### src/sv/volume_gradient_vector_3d_assert.svh
// Assertion macros shared by the gradient block modules
`ifndef VOLUME_GRADIENT_VECTOR_3D_ASSERT_SVH
`define VOLUME_GRADIENT_VECTOR_3D_ASSERT_SVH

// Implication checked every clock, quiet during reset
`define VGV_ASSERT_IMP(label, clk, rst_n, ante, cons, msg) \
    label: assert property (@(posedge clk) disable iff (!rst_n) (ante) |-> (cons)) \
        else $error(msg);

// Next-cycle implication, quiet during reset
`define VGV_ASSERT_NXT(label, clk, rst_n, ante, cons, msg) \
    label: assert property (@(posedge clk) disable iff (!rst_n) (ante) |=> (cons)) \
        else $error(msg);

`endif

### src/sv/vgv_pkg.sv
`default_nettype none
package vgv_pkg;
    localparam int MAX_DIM_X_DEF      = 256;
    localparam int MAX_DIM_Y_DEF      = 256;
    localparam int MAX_DIM_Z_DEF      = 4096;
    localparam int COEF_FRAC_BITS_DEF = 12;
    localparam int OUT_FRAC_BITS      = 8;

    localparam int CFG_IDX_W  = 3;
    localparam int CFG_DATA_W = 48;

    // register indexes
    localparam logic [CFG_IDX_W-1:0] REG_DIM_X  = 3'd0;
    localparam logic [CFG_IDX_W-1:0] REG_DIM_Y  = 3'd1;
    localparam logic [CFG_IDX_W-1:0] REG_DIM_Z  = 3'd2;
    localparam logic [CFG_IDX_W-1:0] REG_COEF_X = 3'd3;
    localparam logic [CFG_IDX_W-1:0] REG_COEF_Y = 3'd4;
    localparam logic [CFG_IDX_W-1:0] REG_COEF_Z = 3'd5;

    localparam logic OP_VOXEL = 1'b0;
    localparam logic OP_DRAIN = 1'b1;
endpackage
`default_nettype wire

### src/sv/vgv_front.sv
`default_nettype none
`include "volume_gradient_vector_3d_assert.svh"
// Front: accepts transactions, tracks input and output positions, issues
// one write per stored sample and six neighbour read addresses per output voxel.
module vgv_front #(
    parameter int MAX_DIM_X = 256,
    parameter int MAX_DIM_Y = 256,
    parameter int MAX_DIM_Z = 4096,
    localparam int XW = $clog2(MAX_DIM_X),
    localparam int YW = $clog2(MAX_DIM_Y),
    localparam int ZW = $clog2(MAX_DIM_Z)
) (
    input  wire logic          i_clk,
    input  wire logic          i_rst_n,
    input  wire logic          i_fire,     // input transaction accepted
    input  wire logic          i_op,
    input  wire logic [15:0]   i_voxel,
    input  wire logic [XW:0]   i_dx,       // clamped dimensions
    input  wire logic [YW:0]   i_dy,
    input  wire logic [ZW:0]   i_dz,
    // store write
    output logic               o_we,
    output logic [1:0]         o_wslot,
    output logic [YW-1:0]      o_wy,
    output logic [XW-1:0]      o_wx,
    output logic [15:0]        o_wdata,
    // issued output voxel
    output logic               o_emit,
    output logic [1:0]         o_sc,
    output logic [1:0]         o_sp,
    output logic [1:0]         o_sn,
    output logic [YW-1:0]      o_y,
    output logic [YW-1:0]      o_yp,
    output logic [YW-1:0]      o_yn,
    output logic [XW-1:0]      o_x,
    output logic [XW-1:0]      o_xp,
    output logic [XW-1:0]      o_xn,
    output logic               o_last
);
    import vgv_pkg::*;

    // input position as x/y/z counters plus a slot counter and a fill flag
    logic [XW-1:0] r_ix;
    logic [YW-1:0] r_iy;
    logic [ZW:0]   r_iz;
    logic [1:0]    r_islot;
    logic          r_primed;   // first plane fully received
    // output position
    logic [XW-1:0] r_ox;
    logic [YW-1:0] r_oy;
    logic [ZW-1:0] r_oz;
    logic [1:0]    r_osc;
    logic [1:0]    r_osp;

    logic          in_vol;
    logic          x_end, y_end;
    logic          ox_end, oy_end, oz_end;
    logic [1:0]    slot_nx;

    assign in_vol = ({1'b0, r_iz} < {1'b0, i_dz});
    assign x_end  = ({1'b0, r_ix} >= i_dx - 1'b1);
    assign y_end  = ({1'b0, r_iy} >= i_dy - 1'b1);
    assign ox_end = ({1'b0, r_ox} >= i_dx - 1'b1);
    assign oy_end = ({1'b0, r_oy} >= i_dy - 1'b1);
    assign oz_end = ({1'b0, r_oz} >= i_dz - 1'b1);
    assign slot_nx = (r_osc == 2'd2) ? 2'd0 : r_osc + 2'd1;

    // write of the arriving sample
    assign o_we    = i_fire && in_vol;
    assign o_wslot = r_islot;
    assign o_wy    = r_iy;
    assign o_wx    = r_ix;
    assign o_wdata = (i_op == OP_DRAIN) ? 16'd0 : i_voxel;

    // neighbour addresses of the output voxel, clamped at faces
    assign o_emit = i_fire && r_primed;
    assign o_sc   = r_osc;
    assign o_sp   = (r_oz == '0) ? r_osc : r_osp;
    assign o_sn   = oz_end ? r_osc : slot_nx;
    assign o_y    = r_oy;
    assign o_yp   = (r_oy == '0) ? r_oy : r_oy - 1'b1;
    assign o_yn   = oy_end ? r_oy : r_oy + 1'b1;
    assign o_x    = r_ox;
    assign o_xp   = (r_ox == '0) ? r_ox : r_ox - 1'b1;
    assign o_xn   = ox_end ? r_ox : r_ox + 1'b1;
    assign o_last = ox_end && oy_end && oz_end;

    // position counters
    always_ff @(posedge i_clk) begin
        if (!i_rst_n) begin
            r_ix <= '0; r_iy <= '0; r_iz <= '0; r_islot <= '0; r_primed <= 1'b0;
            r_ox <= '0; r_oy <= '0; r_oz <= '0; r_osc <= '0; r_osp <= 2'd2;
        end else if (i_fire) begin
            if (o_emit && o_last) begin
                r_ix <= '0; r_iy <= '0; r_iz <= '0; r_islot <= '0;
                r_primed <= 1'b0;
                r_ox <= '0; r_oy <= '0; r_oz <= '0; r_osc <= '0; r_osp <= 2'd2;
            end else begin
                if (in_vol) begin
                    if (!x_end) begin
                        r_ix <= r_ix + 1'b1;
                    end else begin
                        r_ix <= '0;
                        if (!y_end) begin
                            r_iy <= r_iy + 1'b1;
                        end else begin
                            r_iy <= '0;
                            r_iz <= r_iz + 1'b1;
                            r_islot <= (r_islot == 2'd2) ? 2'd0 : r_islot + 2'd1;
                            r_primed <= 1'b1;
                        end
                    end
                end
                if (o_emit) begin
                    if (!ox_end) begin
                        r_ox <= r_ox + 1'b1;
                    end else begin
                        r_ox <= '0;
                        if (!oy_end) begin
                            r_oy <= r_oy + 1'b1;
                        end else begin
                            r_oy  <= '0;
                            r_oz  <= r_oz + 1'b1;
                            r_osp <= r_osc;
                            r_osc <= slot_nx;
                        end
                    end
                end
            end
        end
    end

    `VGV_ASSERT_IMP(a_slot_range, i_clk, i_rst_n, 1'b1,
        r_islot != 2'd3 && r_osc != 2'd3, "slot counter out of range")
    `VGV_ASSERT_IMP(a_emit_primed, i_clk, i_rst_n, o_emit, r_primed,
        "result issued before a plane was stored")
    `VGV_ASSERT_NXT(a_last_clears, i_clk, i_rst_n, o_emit && o_last,
        !r_primed && r_ox == '0 && r_oz == '0, "counters not cleared after last")
endmodule
`default_nettype wire

### config.mk
export PLATFORM = sky130hd
export DESIGN_NAME = vgv_front
export DESIGN_NICKNAME = d
export VERILOG_FILES = /design/src/sv/vgv_pkg.sv /design/src/sv/vgv_front.sv
export VERILOG_INCLUDE_DIRS = /design/src /design/src/sv
export SDC_FILE = /design/constraint.sdc
export NUM_CORES = 1
export LEC_CHECK = 0
export ABC_CLOCK_PERIOD_IN_PS = 3600
export BUFFER_PORTS_ARGS = -buffer_cell sky130_fd_sc_hd__buf_2
export CORE_MARGIN = 4
export CORE_UTILIZATION = 56
export CTS_BUF_LIST = sky130_fd_sc_hd__clkbuf_4
export DETAILED_ROUTE_END_ITERATION = 16
export GPL_TIMING_DRIVEN = 0
export PLACE_DENSITY_LB_ADDON = 0.15
export REMOVE_ABC_BUFFERS = 1
export SYNTH_ARGS = -nofsm -noshare
export SYNTH_HDL_FRONTEND = slang
export SYNTH_SLANG_ARGS = --single-unit
export TNS_END_PERCENT = 1
### constraint.sdc
create_clock -name i_clk -period 3.6 [get_ports i_clk]
set_clock_uncertainty 0.2 [all_clocks]
set_input_delay 0.18 -clock i_clk [delete_from_list [all_inputs] [get_ports i_clk]]
set_output_delay 0.18 -clock i_clk [all_outputs]
set_load 0.03 [all_outputs]
Yosys cells after proc, flatten, opt, wreduce, memory -nomap -nowiden
Cells that the tools add are included.

cells by class
  $add $sub $neg = 13
  magnitude comparators = 6
  equal/unequal tests = 2
  muxes and demuxes = 47
  reductions and logical operators = 20

operators with widths
  kind                     number
  $mux W8                  18
  $mux W13                 4
  $mux W12                 4
  $ge A8 B9 Y1             4
  $add A8 B1 Y8 const B    4
  $mux W2                  16
  $sub A9 B1 Y9 const B    2
  $logic_not A8 Y1         2
  $mux W16                 1
  $sub A8 B1 Y8 const B    2
  $add A13 B1 Y13 const B  1
  $ge A12 B13 Y1           1
  $lt A13 B13 Y1           1
  $sub A13 B1 Y13 const B  1
  $add A12 B1 Y12 const B  1
  $logic_not A12 Y1        1
  $reduce_bool A2 Y1       6
  $reduce_and A4 Y1        2
  $reduce_and A3 Y1        2
  $logic_and A1 B1 Y1      5
  $add A2 B1 Y2 const B    2
  $eq A2 B2 Y1 const B     2
  $mux W1                  4
  $reduce_and A2 Y1        2

storage, ports and cells
  register bits after elaboration = 64
  output and inout bits = 91

Depth between registers and ports, before layout
  depth after elaboration = 7
  gate-level depth with buffers = 15
  gate-level depth less buffers = 14

Worst setup path before layout
No wires, ideal clock.

  path type = input to register
  from = input i_dx[2]
  to = register r_ox[0] (netlist: o_x[0])
  data arrival time = 3.275 ns
  setup slack = 0.010 ns
  cell stages on the path = 14
  path through = nor3_1 -> nand3_1 -> nor3_1 -> xnor2_1 -> ha_1 -> nand3_1 -> o211ai_1 -> a21oi_1 -> nor2_1 -> inv_1 -> clkbuf_1 -> nor3_1 -> o22ai_1 -> and2_1

on the way
  longest elaborated chain between the ends = 7
  elaborated cells on any way between the ends = 10

ends and longest elaborated chain
  element                              RTL line          source
  start: declaration                   vgv_front.sv:18   input wire logic [XW:0] i_dx,
  $sub A9 B1 Y9 *                      vgv_front.sv:63   assign ox_end = ({1'b0, r_ox} >= i_dx - 1'b1);
  $ge A8 B9 Y1 *                       vgv_front.sv:63
  $logic_and A1 B1 Y1 * (2 in series)  vgv_front.sv:86   assign o_last = ox_end && oy_end && oz_end;
  net o_last                           vgv_front.sv:38   output logic o_last
  $logic_and A1 B1 Y1 *                vgv_front.sv:94   if (o_emit && o_last) begin
  $reduce_bool A2 Y1 (no source line)  -
  $reduce_and A2 Y1 (no source line)   -
  end signal: assignment               vgv_front.sv:116  r_ox <= r_ox + 1'b1;
  end: declaration                     vgv_front.sv:49   logic [XW-1:0] r_ox;

Mark *: on every way through the listed nets, which the timed path passes. The rest lies on a longest branch. The select of a mux whose other input is x is not followed.
A chain may end at the register's enable or synchronous reset.

Worst setup path after layout
  from = input i_dz[2]
  to = output o_sn[0]

on the way
  longest elaborated chain between the ends = 3

ends and longest elaborated chain
  element             RTL line         source
  start: declaration  vgv_front.sv:20  input wire logic [ZW:0] i_dz,
  $sub A13 B1 Y13     vgv_front.sv:65  assign oz_end = ({1'b0, r_oz} >= i_dz - 1'b1);
  $ge A12 B13 Y1      vgv_front.sv:65
  $mux W2             vgv_front.sv:79  assign o_sn = oz_end ? r_osc : slot_nx;
  end: declaration    vgv_front.sv:31  output logic [1:0] o_sn,

No other way between the ends.

==> qor.log <==
INFO  sta            whs=173.3ps
INFO  worst_setup_path worstSetupEndpointType=output port
INFO  synth          ys_seq_elements=64
INFO  sta            setup_repair_after_global_routing_missed_its_margin=true
INFO  sta            layout_min_cycle_time=3457ps
INFO  global_routing grtUsageMet1=30.50%
INFO  synth          synth_edf_count=0
INFO  die            die_h=107.0um
INFO  clock_tree     numCtsBuffers=9
INFO  clock_tree     path_clk_slew=100ps
INFO  worst_hold_path hold_class=primary input to flip-flop
INFO  clock_tree     cts.path.max_buffers=2
INFO  die            coreArea=9371um2
INFO  route          drt-vias-per-instance=5.737
INFO  global_routing grt-ovfl-total=0
INFO  final_layout   final_common_cell=buf_2
INFO  power          power.static_leakage=3.141nW
INFO  final_layout   area_delta_synth_final=19.91%
INFO  synth          synthesis.area=5492um2
INFO  worst_setup_path timing.critical_path.required=3220ps
INFO  worst_setup_path reg2reg_depth=12
INFO  route          drt_pre_antenna_iters=6
INFO  worst_setup_path critical_path.startpoint_type=primary input
INFO  global_routing antenna_found_initial=0
INFO  sta            finalSetupViolCount=0
INFO  clock_tree     clk_latency=420ps
INFO  die            initial_utilization=58.60%
INFO  worst_hold_path worst_hold_path.num_cells=6
INFO  die            core.rowCount=35
INFO  sta            final-max-slew-violation-count=0
INFO  sta            hold_viol=0
INFO  route          dr.first_iter.drc_count=259
INFO  global_routing grt-busiest-layer=met2
INFO  synth          top_area_cell_type_share_of_the_netlist_area=23.33%
INFO  die            num_io_pins=142
INFO  final_layout   fillers=803
INFO  worst_setup_path criticalPathCategory=primary input to output port
INFO  worst_setup_path critPathArrivalTime=3080ps
INFO  power          vdd_drop_max=214.6uV
INFO  synth          ys.flop_type=dfxtp_1
INFO  final_layout   layout-drive-gt1-share=23.04%
INFO  worst_setup_path path_max_fanout=7
INFO  global_routing grt_start_max_net_pins=22
INFO  placement      dp_hpwl=11,420um
INFO  die            die_area=11,450um2
INFO  placement      dpl.cell_count=947
INFO  sta            timing_limited_maximum_frequency=289.3MHz
INFO  final_layout   seqCellArea=1282um2
INFO  clock_tree     tritoncts_num_sinks=64
INFO  power          combinational_power_share=14.3%
INFO  route          vias=5,571
INFO  sta            tightestPinTransition=774.8ps
INFO  route          drt_wl_total=14,440um
INFO  global_routing globalRouteMet3Util=4.214%
INFO  clock_tree     clockRootBuffer=clkbuf_4
INFO  synth          synth.distinct_cells=56
INFO  final_layout   mostFrequentLayoutCells=buf_2, ha_1, dfxtp_1, nor2_1, nand2_1
INFO  synth          avgSynthCellArea=7.845um2
INFO  global_routing grtUsageTotal=24.75%
INFO  synth          synth-seq-area-share=23.33%
INFO  route          detail_route.drc_violations=0
INFO  synth          ys.warnings.count=0
INFO  final_layout   final_core_util=70.27%
INFO  synth          synth.area.top_cells=dfxtp_1, ha_1, xnor2_1
INFO  route          drt-wirelength-per-cell=14.87um
INFO  clock_tree     cts_tree=built
INFO  power          internal_power=0.001158W
INFO  power          pwr-share-clk=40.5%
INFO  sta            layout_worst_path_cycle_share=96.03%
INFO  synth          async_reset_ff_share=0%
INFO  route          final_ant_viol_nets=0
INFO  global_routing via_count_of_the_first_global_routing_pass=5,211
INFO  sta            setup_total_negative_slack=0ps
INFO  placement      buffer_ports.inserted=141
INFO  global_routing routing_usage_on_met2=44.10%
INFO  placement      globalplace.congestion=0.8652
INFO  power          power_switching=0.0004209W
INFO  die            die_x=107.0um
INFO  power          power.switching_fraction=26.65%
INFO  synth          synth.largest_area_cell=dfxtp_1
INFO  final_layout   layout.cells.non_filler=971
INFO  global_routing grt_first_pass_wirelength=23,760um
INFO  power          fin_total_pwr=0.001579W
INFO  power          pwr_density_cell=239.8nW/um2
INFO  sta            timing.max_slew.rel_slack=48.21%
INFO  final_layout   insertedDiodeCount=0
INFO  clock_tree     clock_tree.htree_level_count=3
INFO  final_layout   multi_input_comb_area=4010um2
INFO  synth          synth_cells=700
INFO  run_status     status=complete, no violations
INFO  flow_run       timing.max_cap.violations=0
INFO  final_layout   finalNetCount=960
INFO  power          seq_power_share=45.3%
-- sequential cells by signal, indices dropped and copies added (netlist names) --
register / count
o_sc: 2
o_wslot: 2
o_wx: 8
o_wy: 8
o_x: 8
o_y: 8
r_iz: 13
r_osp: 2
r_oz: 12
r_primed: 1
-- stage by stage --
| stage | cell area (um2) | setup slack [ps] |
|---|---|---|
| CTS | 6515 | 50.50 |
| global placement | 6264 | -1499 |
| finish | 6585 | 143.0 |
| floorplan | 5396 | -236.9 |
| global route | 6585 | -30.28 |
| detailed placement | 6282 | -909.4 |
-- layer usage --
layer / vias up / routed length (um)
li1: 2762 / -
met1: 2612 / 6272
met2: 175 / 7073
met3: 22 / 830
met4: 0 / 258
met5: - / 0
-- kinds of logic (layout without fill, tap and decap cells) --
| kind of cell | Yosys count | after routing | synth area share [%] |
|---|---|---|---|
| buffers and inverters | 67 | 209 | 4.671 |
| AND/OR/NAND/NOR | 297 | 297 | 29.23 |
| adder cells (fa/ha/maj) | 72 | 72 | 16.40 |
| XOR/XNOR | 67 | 67 | 10.69 |
| AO/OA/AOI/OAI | 125 | 125 | 14.15 |
| flip-flops | 64 | 64 | 23.33 |
| multiplexers | 8 | 8 | 1.527 |
-- cells in the mapped netlist, types with 2 or more instances --
cell / n
and2_1: 3
a2111o_1: 3
a21o_1: 4
nand4_1: 10
nand3_1: 31
nor3b_1: 6
nand2_1: 51
or4_1: 8
xnor2_1: 49
a21oi_1: 46
o21a_1: 7
nor2b_1: 29
nor4b_1: 5
nor3_1: 31
nand3b_1: 3
nor2_1: 60
o22ai_1: 2
a31oi_1: 2
and3_1: 18
inv_1: 42
ha_1: 72
o21ai_0: 32
o2111ai_1: 3
a2111oi_0: 2
nor4b_2: 4
o21bai_1: 2
nor4_1: 6
mux2_2: 3
a21boi_0: 6
or3_1: 16
o31ai_1: 4
or3b_1: 2
mux2i_1: 5
a211oi_1: 4
clkbuf_1: 22
dfxtp_1: 64
nand2b_1: 6
o211ai_1: 2
xor2_1: 18
-- power groups by stage --
stage | registers, W | logic [W] | clock network [W]
finish | 0.000715 | 0.000225 | 0.000639
global route | 0.000716 | 0.000249 | 0.000685
CTS | 0.000715 | 0.000222 | 0.000656
detailed placement | 0.000731 | 0.000219 | 0
global placement | 0.000731 | 0.000208 | 0
floorplan | 0.000735 | 0.000128 | 0
-- worst paths after layout --
kind            start  endpoint  slack (ps)
max           i_dz[2]   o_sn[0]         140
min          i_dz[12]   o_wy[5]         170
max reg2reg    o_y[0]  r_oz[11]         260
min reg2reg  r_primed  r_primed         280
-- worst max-delay path, cell delays in order --
cell and delay, ps:
buf_2 130, or3_1 400, nand3b_1 260, xnor2_1 180
ha_1 330, a2111o_1 420, o21ai_0 260, a21oi_2 130
o21a_2 280, nor2_1 140, mux2_2 180, buf_2 190
-- final cells by class --
type / instances / share of cell area (%)
tap: 129 / 2.451
clock inverter: 6 / 1.634
multi-input combinational: 569 / 60.90
inverter: 43 / 2.508
clock buffer: 10 / 1.140
timing repair buffer: 150 / 11.89
sequential: 64 / 19.48
-- repair_timing --
action / in CTS / in global routing
hold buffers: 1 / 0
resized for setup: 3 / 12
setup endpoints to repair: 20 / 41
gates cloned: 0 / 0
setup buffers: 4 / 3
pin swaps: 1 / 1
endpoints found under the hold margin: 10 / 0
Note: power is estimated with default switching activity, not from simulation.
